[config.mk]
export PLATFORM = sky130hd
export DESIGN_NAME = multi_channel_pulse_width_capture_core
export DESIGN_NICKNAME = d
export VERILOG_FILES = /design/src/sv/mcpwc_pkg.sv /design/src/sv/mcpwc_ctrl.sv /design/src/sv/mcpwc_dp.sv /design/src/sv/multi_channel_pulse_width_capture_core.sv
export SDC_FILE = /design/constraint.sdc
export NUM_CORES = 1
export LEC_CHECK = 0
export ABC_AREA = 1
export BUFFER_PORTS_ARGS = -buffer_cell sky130_fd_sc_hd__buf_2
export CELL_PAD_IN_SITES_DETAIL_PLACEMENT = 1
export CELL_PAD_IN_SITES_GLOBAL_PLACEMENT = 1
export CORE_ASPECT_RATIO = 0.9
export CORE_MARGIN = 2
export CORE_UTILIZATION = 45
export CTS_CLUSTER_SIZE = 8
export DETAILED_ROUTE_END_ITERATION = 6
export PLACE_DENSITY = 0.78
export SLEW_MARGIN = 25
export SYNTH_ARGS = -nofsm -noshare
export SYNTH_HDL_FRONTEND = slang
export SYNTH_SLANG_ARGS = --single-unit
[constraint.sdc]
create_clock -name clk -period 5.7 [get_ports clk]
set_input_delay 1.14 -clock clk [delete_from_list [all_inputs] [get_ports clk]]
set_output_delay 1.14 -clock clk [all_outputs]
set_load 0.02 [all_outputs]
[src/sv/mcpwc_pkg.sv]
// shared types and constants for the multi-channel pulse width capture block
// used by mcpwc_ctrl, mcpwc_dp and the top level; no dependencies
`timescale 1ns / 1ps

package mcpwc_pkg;

    // default sizing, handed down through the top level parameters
    localparam int unsigned DEF_NUM_CHANNELS = 7;
    localparam int unsigned DEF_TIME_BITS    = 32;

    // field widths of the stream payloads
    localparam int unsigned PIN_BITS      = 16;
    localparam int unsigned STAMP_BITS    = 32;
    localparam int unsigned CHAN_BITS     = 4;
    localparam int unsigned WIDTH_BITS    = 32;
    localparam int unsigned S_TDATA_BITS  = 48;
    localparam int unsigned M_TDATA_BITS  = 56;

    // channel to pin bit map; channels past the map have no pin
    localparam int unsigned MAPPED_CHANNELS = 7;
    localparam int unsigned PIN_MAP [MAPPED_CHANNELS] = '{5, 3, 1, 2, 0, 6, 4};

    // request kind carried on tuser
    typedef enum logic {
        FUNC_SAMPLE = 1'b0,
        FUNC_READ   = 1'b1
    } func_t;

    // controller states
    typedef enum logic {
        ST_IDLE = 1'b0,
        ST_READ = 1'b1
    } state_t;

    // controller to datapath commands
    typedef struct packed {
        logic sample_en;
        logic idx_clear;
        logic load_en;
    } cmd_t;

    // datapath to controller status
    typedef struct packed {
        logic out_free;
        logic idx_last;
    } sts_t;

endpackage

[src/sv/mcpwc_ctrl.sv]
// controller state machine: accepts requests and sequences the per-channel readout
// depends on mcpwc_pkg
`timescale 1ns / 1ps

module mcpwc_ctrl
(
    input  logic              clk,
    input  logic              rst_n,
    input  logic              s_tvalid,
    output logic              s_tready,
    input  mcpwc_pkg::func_t  func,
    input  mcpwc_pkg::sts_t   sts,
    output mcpwc_pkg::cmd_t   cmd
);
    import mcpwc_pkg::*;

    state_t state_reg;
    state_t state_next;

    // state register
    always_ff @(posedge clk or negedge rst_n)
    begin
        if (!rst_n)
        begin
            state_reg <= ST_IDLE;
        end
        else
        begin
            state_reg <= state_next;
        end
    end

    // next state
    always_comb
    begin
        state_next = state_reg;
        unique case (state_reg)
            ST_IDLE:
            begin
                if (s_tvalid && func == FUNC_READ)
                begin
                    state_next = ST_READ;
                end
            end
            ST_READ:
            begin
                if (sts.out_free && sts.idx_last)
                begin
                    state_next = ST_IDLE;
                end
            end
            default:
            begin
                state_next = ST_IDLE;
            end
        endcase
    end

    // outputs
    always_comb
    begin
        cmd      = '0;
        s_tready = 1'b0;
        unique case (state_reg)
            ST_IDLE:
            begin
                s_tready      = 1'b1;
                cmd.sample_en = s_tvalid && func == FUNC_SAMPLE;
                cmd.idx_clear = s_tvalid && func == FUNC_READ;
            end
            ST_READ:
            begin
                cmd.load_en = sts.out_free;
            end
            default:
            begin
                cmd = '0;
            end
        endcase
    end

`ifndef SYNTHESIS
    // a result is only loaded when the output register can take it
    a_load_free: assert property (@(posedge clk) disable iff (!rst_n)
        cmd.load_en |-> sts.out_free)
        else $error("load while output register busy");

    // no sampling while a readout is in progress
    a_no_sample_in_read: assert property (@(posedge clk) disable iff (!rst_n)
        cmd.sample_en |-> !cmd.load_en && state_reg == ST_IDLE)
        else $error("sample during readout");

    // loading the final channel ends the readout
    a_read_ends: assert property (@(posedge clk) disable iff (!rst_n)
        (cmd.load_en && sts.idx_last) |=> state_reg == ST_IDLE)
        else $error("readout did not end after final channel");

    // a read request starts the readout on the next cycle
    a_read_starts: assert property (@(posedge clk) disable iff (!rst_n)
        cmd.idx_clear |=> state_reg == ST_READ)
        else $error("read request did not start readout");
`endif

endmodule

[src/sv/mcpwc_dp.sv]
// datapath: per-channel edge capture, width store, readout index and output register
// depends on mcpwc_pkg
`timescale 1ns / 1ps

module mcpwc_dp
#(
    parameter int unsigned NUM_CHANNELS = mcpwc_pkg::DEF_NUM_CHANNELS,
    parameter int unsigned TIME_BITS    = mcpwc_pkg::DEF_TIME_BITS
)
(
    input  logic                               clk,
    input  logic                               rst_n,
    input  mcpwc_pkg::cmd_t                    cmd,
    output mcpwc_pkg::sts_t                    sts,
    input  logic [mcpwc_pkg::PIN_BITS-1:0]     pin_word,
    input  logic [mcpwc_pkg::STAMP_BITS-1:0]   timestamp,
    output logic                               out_valid,
    input  logic                               out_ready,
    output logic [mcpwc_pkg::CHAN_BITS-1:0]    channel,
    output logic [mcpwc_pkg::WIDTH_BITS-1:0]   high_width,
    output logic [mcpwc_pkg::PIN_BITS-1:0]     pin_snapshot,
    output logic                               last
);
    import mcpwc_pkg::*;

    localparam int unsigned IDX_BITS = (NUM_CHANNELS > 1) ? $clog2(NUM_CHANNELS) : 1;

    logic [NUM_CHANNELS-1:0]  pin_hi;
    logic [TIME_BITS-1:0]     now;

    logic [NUM_CHANNELS-1:0]  low_flag_reg;
    logic [NUM_CHANNELS-1:0]  low_flag_next;
    logic [TIME_BITS-1:0]     rise_reg   [NUM_CHANNELS];
    logic [TIME_BITS-1:0]     rise_next  [NUM_CHANNELS];
    logic [TIME_BITS-1:0]     width_reg  [NUM_CHANNELS];
    logic [TIME_BITS-1:0]     width_next [NUM_CHANNELS];
    logic [PIN_BITS-1:0]      pins_reg;
    logic [PIN_BITS-1:0]      pins_next;

    logic [IDX_BITS-1:0]      idx_reg;
    logic [IDX_BITS-1:0]      idx_next;

    logic                     valid_reg;
    logic                     valid_next;
    logic [CHAN_BITS-1:0]     chan_reg;
    logic [WIDTH_BITS-1:0]    hw_reg;
    logic [PIN_BITS-1:0]      snap_reg;
    logic                     last_reg;

    assign now = TIME_BITS'(timestamp);

    // pin level seen by each channel
    for (genvar ch = 0; ch < NUM_CHANNELS; ch++)
    begin : g_pin
        if (ch < MAPPED_CHANNELS)
        begin : g_mapped
            assign pin_hi[ch] = pin_word[PIN_MAP[ch]];
        end
        else
        begin : g_unmapped
            assign pin_hi[ch] = 1'b0;
        end
    end

    // edge detection and capture, all channels in parallel
    always_comb
    begin
        low_flag_next = low_flag_reg;
        pins_next     = pins_reg;
        for (int ch = 0; ch < NUM_CHANNELS; ch++)
        begin
            rise_next[ch]  = rise_reg[ch];
            width_next[ch] = width_reg[ch];
            if (cmd.sample_en)
            begin
                if (!pin_hi[ch])
                begin
                    // falling edge: width from stored rise time
                    if (!low_flag_reg[ch])
                    begin
                        width_next[ch] = now - rise_reg[ch];
                    end
                    low_flag_next[ch] = 1'b1;
                end
                else
                begin
                    // rising edge: remember the time
                    if (low_flag_reg[ch])
                    begin
                        rise_next[ch] = now;
                    end
                    low_flag_next[ch] = 1'b0;
                end
            end
        end
        if (cmd.sample_en)
        begin
            pins_next = pin_word;
        end
    end

    // capture state
    always_ff @(posedge clk or negedge rst_n)
    begin
        if (!rst_n)
        begin
            low_flag_reg <= '0;
            pins_reg     <= '0;
            for (int ch = 0; ch < NUM_CHANNELS; ch++)
            begin
                rise_reg[ch]  <= '0;
                width_reg[ch] <= '0;
            end
        end
        else
        begin
            low_flag_reg <= low_flag_next;
            pins_reg     <= pins_next;
            for (int ch = 0; ch < NUM_CHANNELS; ch++)
            begin
                rise_reg[ch]  <= rise_next[ch];
                width_reg[ch] <= width_next[ch];
            end
        end
    end

    // readout channel index, back to channel 0 after the final channel
    always_comb
    begin
        priority if (cmd.idx_clear)
        begin
            idx_next = '0;
        end
        else if (cmd.load_en && sts.idx_last)
        begin
            idx_next = '0;
        end
        else if (cmd.load_en)
        begin
            idx_next = idx_reg + 1'b1;
        end
        else
        begin
            idx_next = idx_reg;
        end
    end

    // output register handshake
    always_comb
    begin
        priority if (cmd.load_en)
        begin
            valid_next = 1'b1;
        end
        else if (out_ready)
        begin
            valid_next = 1'b0;
        end
        else
        begin
            valid_next = valid_reg;
        end
    end

    always_ff @(posedge clk or negedge rst_n)
    begin
        if (!rst_n)
        begin
            idx_reg   <= '0;
            valid_reg <= 1'b0;
        end
        else
        begin
            idx_reg   <= idx_next;
            valid_reg <= valid_next;
        end
    end

    // output payload, loaded one channel per request slot
    always_ff @(posedge clk)
    begin
        if (cmd.load_en)
        begin
            chan_reg <= CHAN_BITS'(idx_reg);
            hw_reg   <= WIDTH_BITS'(width_reg[idx_reg]);
            snap_reg <= pins_reg;
            last_reg <= sts.idx_last;
        end
    end

    assign sts.out_free = !valid_reg || out_ready;
    assign sts.idx_last = idx_reg == IDX_BITS'(NUM_CHANNELS - 1);

    assign out_valid    = valid_reg;
    assign channel      = chan_reg;
    assign high_width   = hw_reg;
    assign pin_snapshot = snap_reg;
    assign last         = last_reg;

`ifndef SYNTHESIS
    // readout index never runs past the channel count
    a_idx_range: assert property (@(posedge clk) disable iff (!rst_n)
        idx_reg <= IDX_BITS'(NUM_CHANNELS - 1))
        else $error("readout index out of range");

    // a loaded result is presented on the next cycle
    a_load_valid: assert property (@(posedge clk) disable iff (!rst_n)
        cmd.load_en |=> valid_reg)
        else $error("loaded result not presented");

    // the pin snapshot and level flags do not change while a readout loads results
    a_hold_in_read: assert property (@(posedge clk) disable iff (!rst_n)
        cmd.load_en |=> $stable(pins_reg) && $stable(low_flag_reg))
        else $error("capture state changed during readout");
`endif

endmodule

[src/sv/multi_channel_pulse_width_capture_core.sv]
// top level of the multi-channel pulse width capture block
// depends on mcpwc_pkg, mcpwc_ctrl and mcpwc_dp
`timescale 1ns / 1ps

// Measures the high time of up to seven pulse channels taken from fixed pin bits.
// Input stream (s_*): each request is either a pin sample (tuser = 0) carrying the
// pin word and a free-running timestamp, or a readout request (tuser = 1).
// A sample produces no result; samples may arrive
// back to back, one per clock, while the block is idle.
// A readout produces NUM_CHANNELS results on the output stream (m_*), channel 0
// first, each with its last high time, the latest pin word and tlast on the
// final channel. The readout walks the stored widths one channel per cycle while
// the output register is free to take each result; the input is held off
// (s_tready low) during that walk.
// A single output register sits between the sides: while it holds an untaken
// result, the next sample can still be accepted, and a receiver stall pauses
// the readout walk without losing or repeating a channel.
// Reset clears all level flags, rise times, widths and the pin snapshot, and
// empties the output register; the block is ready as soon as reset is released.
module multi_channel_pulse_width_capture_core
#(
    parameter int unsigned NUM_CHANNELS = mcpwc_pkg::DEF_NUM_CHANNELS,
    parameter int unsigned TIME_BITS    = mcpwc_pkg::DEF_TIME_BITS
)
(
    input  logic                                 clk,
    input  logic                                 rst_n,
    input  logic                                 s_tvalid,
    output logic                                 s_tready,
    input  logic [mcpwc_pkg::S_TDATA_BITS-1:0]   s_tdata,  // pin_word, timestamp
    input  logic                                 s_tuser,  // func
    output logic                                 m_tvalid,
    input  logic                                 m_tready,
    output logic [mcpwc_pkg::M_TDATA_BITS-1:0]   m_tdata,  // channel, high_width, pin_snapshot, pad
    output logic                                 m_tlast
);
    import mcpwc_pkg::*;

    cmd_t                    cmd;
    sts_t                    sts;
    func_t                   func;
    logic [CHAN_BITS-1:0]    channel;
    logic [WIDTH_BITS-1:0]   high_width;
    logic [PIN_BITS-1:0]     pin_snapshot;

    assign func = func_t'(s_tuser);

    // controller
    mcpwc_ctrl u_ctrl
    (
        .clk      (clk),
        .rst_n    (rst_n),
        .s_tvalid (s_tvalid),
        .s_tready (s_tready),
        .func     (func),
        .sts      (sts),
        .cmd      (cmd)
    );

    // datapath
    mcpwc_dp
    #(
        .NUM_CHANNELS (NUM_CHANNELS),
        .TIME_BITS    (TIME_BITS)
    )
    u_dp
    (
        .clk          (clk),
        .rst_n        (rst_n),
        .cmd          (cmd),
        .sts          (sts),
        .pin_word     (s_tdata[PIN_BITS-1:0]),
        .timestamp    (s_tdata[PIN_BITS +: STAMP_BITS]),
        .out_valid    (m_tvalid),
        .out_ready    (m_tready),
        .channel      (channel),
        .high_width   (high_width),
        .pin_snapshot (pin_snapshot),
        .last         (m_tlast)
    );

    // result packing, padded to whole bytes
    assign m_tdata = {4'b0000, pin_snapshot, high_width, channel};

endmodule
==> key figures, run 1 <==
Synth
  – Post-synth top area share: 31.5%
  – Simple-gate area share of the yosys netlist: 31.8%
  – XOR/XNOR Fraction of Synth Area: 2.43%
  – EDFF count, synth: 52
  – Post-synth top flop: dfrtp_1
  – #FFs+latches synth: 528
  – Post-synthesis cell type count: 41
  – Largest family of logic cells by synthesized area: simple AND/OR/NAND/NOR gates
  – Post-Synth Adder-Cell Area: 7.62%
  – Compound-cell area share of the yosys netlist: 9.93%
  – Mapped Cells: 5,804
  – Seq/Total Area, Yosys: 35.6%
  – Synth area leaders: dfrtp_1 32%, nand2_1 22%, inv_1 11%
  – Synth Area per Inst: 6.51 µm²
  – Ys Warns: 0
  – Ys async rst share: 90.2%
  – Mux cell area share after synthesis: 0%
  – Syn Std Cell Area: 37,800 µm²
  – Leading area contributor after synthesis: dfrtp_1

Global routing
  – Vias in the first global route: 37,200
  – GRT Util Overall: 36.5%
  – Global-route wire length before repair: 235 mm
  – Largest net degree at the start of global routing: 127
  – Initial antenna violation count: 3
  – Gr ovfl total: 0

Die
  – Die X: 309 µm
  – Die height: 279 µm
  – Core area: 83,000 µm²
  – Die area: 86,300 µm²
  – Row count: 100
  – Initial Utilization: 45.6%
  – IO Pins: 112

STA
  – Final Hold Vio Count: 0
  – Final period util: 58.0%
  – Fmax: 0.303 GHz
  – Slew Limit Fails: 0
  – Setup TNS: 0 ns
  – Unrepaired setup endpoints after global routing: false
  – Hold Slack: 0.449 ns
  – Final Setup Violations: 0
  – Slew margin rel.: 33.0%
  – Clk_skew: 0.0260 ns
  – Worst Tran Pin Value: 1.01 ns
  – Min Tclk post-route: 3.31 ns

Layout
  – Fillers: 11,300
  – # nets final: 6,157
  – Multi-input gate area: 19,600 µm²
  – Util after Layout: 50.0%
  – Area Overhead vs Synth: 9.75%
  – Register Area: 13,500 µm²
  – Layout cells sized above 1: 4.30%

Clocking
  – TritonCTS Sinks: 528
  – Resize count post-CTS: 0
  – Setup repair bufs after CTS: 0
  – H-tree depth: 3
  – Clk buf depth: 3
  – TritonCTS clock tree: built
  – Clock buffer count from CTS: 77
  – Clk_lat worst skew: 0.66 ns
  – Clock slew at reported path FFs: 0.05 ns
  – Hold_buf cts: 0
  – CTS root buffer: clkbuf_16

Routing
  – Via density: 5.42
  – DRC errors left: 0
  – First DRT Iteration DRCs: 3,431
  – DR vias: 38,100
  – TritonRoute pass-1 iters: 5
  – DRT antenna net count: 0
  – DR WL/cell: 22.5 µm
  – Post-Route WL: 158 mm

Flow run
  – Max cap viols: 0

Worst setup path
  – Crit start category: input port
  – Crit path max fanout: 14
  – Buf/Inv on CP: 3
  – Cell Chain, Critical Path: buf_2 > inv_1 > ha_1 > fa_1 > inv_1 > nand3_1 > nand3_1 > nand3_1 > nand3_1 > nand2_1 > nand2_1 > nand2_1 > nand3_1 > nand2_1
  – Critical path arrival: 3.82 ns
  – Critical Path RT: 6.22 ns
  – Setup crit end kind: flip-flop
  – CP most frequent cell: nand3_1
  – Slowest stage delay, CP: 0.40 ns
  – CP max stage cell: fa_1
  – Flop2flop setup slack: 2.56 ns
  – CP delay by family, top: simple AND/OR/NAND/NOR gates
  – Setup Crit Path Kind: in2reg

Power and ir drop
  – Register share of total power: 30.7%
  – Power Dens Cells: 493 nW/µm²
  – Switching pwr: 9750 µW
  – Gate power share: 48.0%
  – Clock power share: 21.3%
  – Worst VDD drop: 0.000252 V
  – Int Power: 10,700 µW
  – Cell leakage power: 0.0229 µW
  – Sw Share: 47.7%

Status
  – Status: complete, no violations

Place
  – Post-DP HPWL: 121 mm
  – # port buffers: 106
  – Gpl congestion: 0.976

Hold path
  – Hold Path Class: in2async
area by class of cell:
| type | instances | area share, % |
|---|---|---|
| multi-input cells | 4053 | 47.3 |
| flip-flops and latches | 528 | 32.5 |
| inverters | 1089 | 9.86 |
| clock buffers | 104 | 4.91 |
| well taps | 1122 | 3.38 |
| repair buffers | 129 | 1.81 |
| clock inverters | 8 | 0.256 |
| diodes | 4 | 0.0241 |
routing by layer:
metal  share of wire [%]  vias up  global-route usage [%]
met5                   0        -                       0
met4                 4.2        0                    14.6
met3                 7.7      256                    6.32
met2                  42     1355                    54.1
met1                  46    18500                    52.7
li1                    -    18000                       -
cells in the final DEF (no fill, tap or decap), drive strengths merged:
cell	netlist	routed
dfrtp	476	476
a21oi	159	159
clkinvlp	0	1
edfxtp	52	52
buf	54	129
fa	7	7
o21ai	455	455
o211ai	1	1
conb	1	5
o21a	7	7
xnor2	95	95
inv	1088	1094
nand3b	24	24
ha	219	219
nand2	2169	2169
o22ai	28	28
nand3	336	336
a21o	7	7
clkbuf	84	104
nor3	28	28
clkinv	1	2
o21bai	21	21
xor2	10	10
o32ai	1	1
a31oi	32	32
nand4	21	21
diode	0	4
and2	5	5
nor2	423	423
power groups by stage:
stage	Sequential (µW)	Clock [µW]	Combinational [µW]
finish	6280	4370	9810
global route	6400	4530	10800
CTS	6240	4400	9650
detailed placement	6270	0	9560
global placement	6220	0	9270
floorplan	6070	0	6090
worst paths after layout:
check	start	end	cells past startpoint
setup reg to reg	u_dp.idx_reg[0]	u_dp.high_width[16]	5
setup / recovery	s_tdata[16]	u_dp.width_reg[220]	14
hold reg to reg	u_dp.pins_reg[2]	u_dp.pin_snapshot[2]	0
min in group clk	u_dp.pins_reg[2]	u_dp.pin_snapshot[2]	0
max in group asynchronous	rst_n	u_dp.rise_reg[61]	2
hold / removal	rst_n	u_dp.width_reg[163]	1
through the flow:
step | instances | setup slack, ns | area, µm² | power [µW]
floorplan | 5808 | 2.92 | 37800 | 12200
global placement | 6921 | 1.95 | 39300 | 15500
detailed placement | 6921 | 1.85 | 39300 | 15800
CTS | 7033 | 2.52 | 41500 | 20300
global route | 7033 | 2.27 | 41500 | 21700
finish | 7037 | 2.39 | 41500 | 20500
cell families (layout without fill, tap and decap cells):
logic type,after synthesis,count (layout)
compound gates,711,711
xor+xnor,105,105
fa+ha+maj,226,226
buf+inv,1227,1330
flops,528,528
other cells,1,9
simple gates,3006,3006
synth_stat cells (2+ instances only):
| library cell | n |
|---|---|
| ha_1 | 219 |
| clkbuf_1 | 84 |
| buf_4 | 5 |
| nor3_1 | 27 |
| o21ai_0 | 427 |
| o22ai_1 | 28 |
| nand4_1 | 21 |
| nand3_2 | 5 |
| buf_1 | 6 |
| nand2_1 | 2165 |
| inv_1 | 1081 |
| buf_2 | 31 |
| xor2_1 | 10 |
| o21ai_2 | 7 |
| buf_6 | 12 |
| o21bai_1 | 21 |
| fa_1 | 7 |
| and2_1 | 5 |
| edfxtp_1 | 52 |
| a31oi_1 | 32 |
| nand3_4 | 2 |
| nand3b_1 | 24 |
| inv_2 | 7 |
| xnor2_1 | 95 |
| nor2_1 | 419 |
| nand3_1 | 329 |
| o21a_1 | 7 |
| nor2_4 | 2 |
| nand2_4 | 3 |
| dfrtp_1 | 476 |
| o21ai_1 | 21 |
| a21o_1 | 7 |
| a21oi_1 | 159 |
No activity file was read; power rests on OpenSTA's default activity.
==> run 2, diff against run 1 <==
- CORE_UTILIZATION: 45 -> 41
- PLACE_DENSITY: 0.78 -> 0.75
- clock period: 5.7 -> 2.9 ns (I/O delays scaled with it)
==> key figures, run 2 (synthesized netlist as in run 1, its figures left out) <==
Global routing
  – Gr ovfl total: 0 (unchanged)
  – Global-route wire length before repair: 236 mm (+0.48%)
  – GRT Util Overall: 33.5% (-3.1 points)
  – Initial antenna violation count: 3 (unchanged)
  – Largest net degree at the start of global routing: 92 (-28%)
  – Vias in the first global route: 37,000 (-0.46%)

Power and ir drop
  – Clock power share: 21.3% (about the same)
  – Gate power share: 49.9% (+1.9 points)
  – Int Power: 21,900 µW (+100%)
  – Register share of total power: 28.8% (-1.9 points)
  – Sw Share: 47.0% (-0.65 points)
  – Switching pwr: 19,400 µW (+99%)
  – Power Dens Cells: 969 nW/µm² (+96%)
  – Cell leakage power: 0.0235 µW (+2.4%)
  – Worst VDD drop: 0.000586 V (+130%)

STA
  – Final Hold Vio Count: 0 (unchanged)
  – Unrepaired setup endpoints after global routing: false
  – Min Tclk post-route: 2.54 ns
  – Slew Limit Fails: 0 (unchanged)
  – Worst Tran Pin Value: 1.03 ns (+0.0206 ns)
  – Hold Slack: 0.148 ns (-0.302 ns)
  – Final period util: 87.4%
  – Final Setup Violations: 0 (unchanged)
  – Fmax: 0.394 GHz
  – Slew margin rel.: 31.6% (-1.4 points)
  – Clk_skew: 0.0276 ns (+0.00167 ns)
  – Setup TNS: 0 ns (unchanged)

Layout
  – Most common cell after layout, fill and taps aside: nand2_1
  – # nets final: 6,242 (+1.4%)
  – Most frequent cells in the layout: 2,165 x nand2_1, 1,079 x inv_1, 473 x dfrtp_1
  – Area Overhead vs Synth: 12.7%
  – Util after Layout: 46.7% (-3.3 points)
  – Non-Filler Instances: 7,227 (+2.7%)
  – Layout cells sized above 1: 5.62% (+1.3 points)
  – Fillers: 12,100 (+7.5%)

Hold path
  – Hold Path Class: in2reg
  – WHS Endpoint: u_dp.pins_reg[9]
  – Hold depth: 3
  – Worst Hold Launch: s_tdata[9]

Worst setup path
  – Buf/Inv on CP: 1 (-2)
  – Cell Chain, Critical Path: buf_12 > nand2_1 > o21ai_0 > a21oi_1 > a31oi_1
  – R2R Path End: u_dp.high_width[20]
  – CP max stage cell: a31oi_1
  – Setup crit end kind: flip-flop
  – Flop2flop setup slack: 0.36 ns (-2.20 ns)
  – Worst R2R Path Depth: 5 (unchanged)
  – Crit path max fanout: 91 (+77)
  – Critical path arrival: 2.88 ns (-0.94 ns)
  – Crit start category: flip-flop
  – RR Startpoint: u_dp.idx_reg[1]
  – Critical Path RT: 3.25 ns (-2.97 ns)
  – Setup Crit Path Kind: reg2reg
  – Slowest stage delay, CP: 0.54 ns (+0.14 ns)
  – CP delay by family, top: compound AO/OA/AOI/OAI gates

Routing
  – DR WL/cell: 21.9 µm (-2.5%)
  – DR vias: 37,900 (-0.63%)
  – DRT antenna net count: 0 (unchanged)
  – Wire length on met3: 10.4 mm (-15%)
  – First DRT Iteration DRCs: 3,353 (-2.3%)
  – TritonRoute pass-1 iters: 6 (+1)
  – DRC errors left: 0 (unchanged)
  – Wire length on met1: 79.2 mm (+8.9%)
  – Post-Route WL: 158 mm (+0.12%)
  – Via density: 5.24 (-3.2%)
  – Uppermost routed layer: met5
  – Metal2 WL: 64.0 mm (-3.7%)

Die
  – Die X: 324 µm (+4.7%)
  – Die height: 292 µm (+4.7%)
  – Core area: 91,300 µm² (+10%)
  – Initial Utilization: 41.4% (-4.2 points)
  – IO Pins: 112 (unchanged)
  – Die area: 94,600 µm² (+9.6%)
  – Row count: 105 (+5.0%)

Clocking
  – Clk_lat worst skew: 0.65 ns (about the same)
  – TritonCTS clock tree: built
  – Setup repair bufs after CTS: 0 (unchanged)
  – Clk buf depth: 3 (unchanged)
  – Clock buffer count from CTS: 77 (unchanged)
  – TritonCTS Sinks: 528 (unchanged)
  – Clock slew at reported path FFs: 0.05 ns (about the same)
  – H-tree depth: 3 (unchanged)
  – CTS root buffer: clkbuf_16

Status
  – Status: complete, no violations

Flow run
  – Max cap viols: 0 (unchanged)

Place
  – Gpl congestion: 0.966 (-0.99%)
  – # port buffers: 106 (unchanged)
  – Post-DP HPWL: 126 mm (+4.2%)
  – Placed cells: 7,113 (+2.8%)
## run 2: changes by cell type in the layout (fill, tap and decap cells not counted), moves of 2 or more
cell       change
buf_12        +23
buf_4         +61
clkbuf_16      +2
diode_2        -3
inv_6          -3
## run 2: per-layer routing
layer  global-route usage, %  vias to the layer above
li1                        -                    18200
met1                    51.9                    18400
met2                    47.8                     1120
met3                    4.67                      202
met4                    9.46                        2
met5                       0                        -
## run 2: through the flow
stage	worst slack (ns)	total power (µW)	instance area [µm²]
finish	0.365	41300	42600
detailed placement	0.0886	32000	40400
CTS	0.500	41100	42600
floorplan	0.685	23900	37800
global route	0.346	44000	42600
global placement	0.0401	31500	40400
## run 2: layout make-up
type	instances	area (µm²)	area share, %
tap	1230	1540	3.61
multi-input combinational	4053	19600	46.0
sequential	528	13500	31.6
clock inverter	6	129	0.302
antenna	1	2.50	0.00587
inverter	1089	4090	9.60
timing repair buffer	214	1680	3.94
clock buffer	106	2100	4.92
## run 2: worst max path at each step
stage               startpoint                  end  cells after the start
2_1_floorplan         m_tready      u_dp.channel[0]                      4
3_3_place_gp       s_tdata[34]  u_dp.width_reg[123]                     12
3_5_place_dp       s_tdata[34]  u_dp.width_reg[123]                     12
4_1_cts        u_dp.idx_reg[1]  u_dp.high_width[20]                      5
5_1_grt        u_dp.idx_reg[1]  u_dp.high_width[20]                      5
6_report       u_dp.idx_reg[1]  u_dp.high_width[20]                      5
## run 2: what timing repair did
item                                   CTS  global route
gates resized for setup                  0             0
endpoints found under the hold margin   38             0
hold buffers                             1             0
## run 2: worst min-delay path, cell delays in order
cell     delay [ns]
buf_2          0.07
nand2_1        0.05
nand2_1        0.06
## run 2: power by group through the flow
stage,logic (µW),clock network [µW],registers (µW)
after floorplan,12000,0,11900
after global placement,19600,0,11800
after detailed placement,20100,0,12000
after CTS,20200,8940,11900
after global routing,22600,9200,12200
final,20600,8790,11900
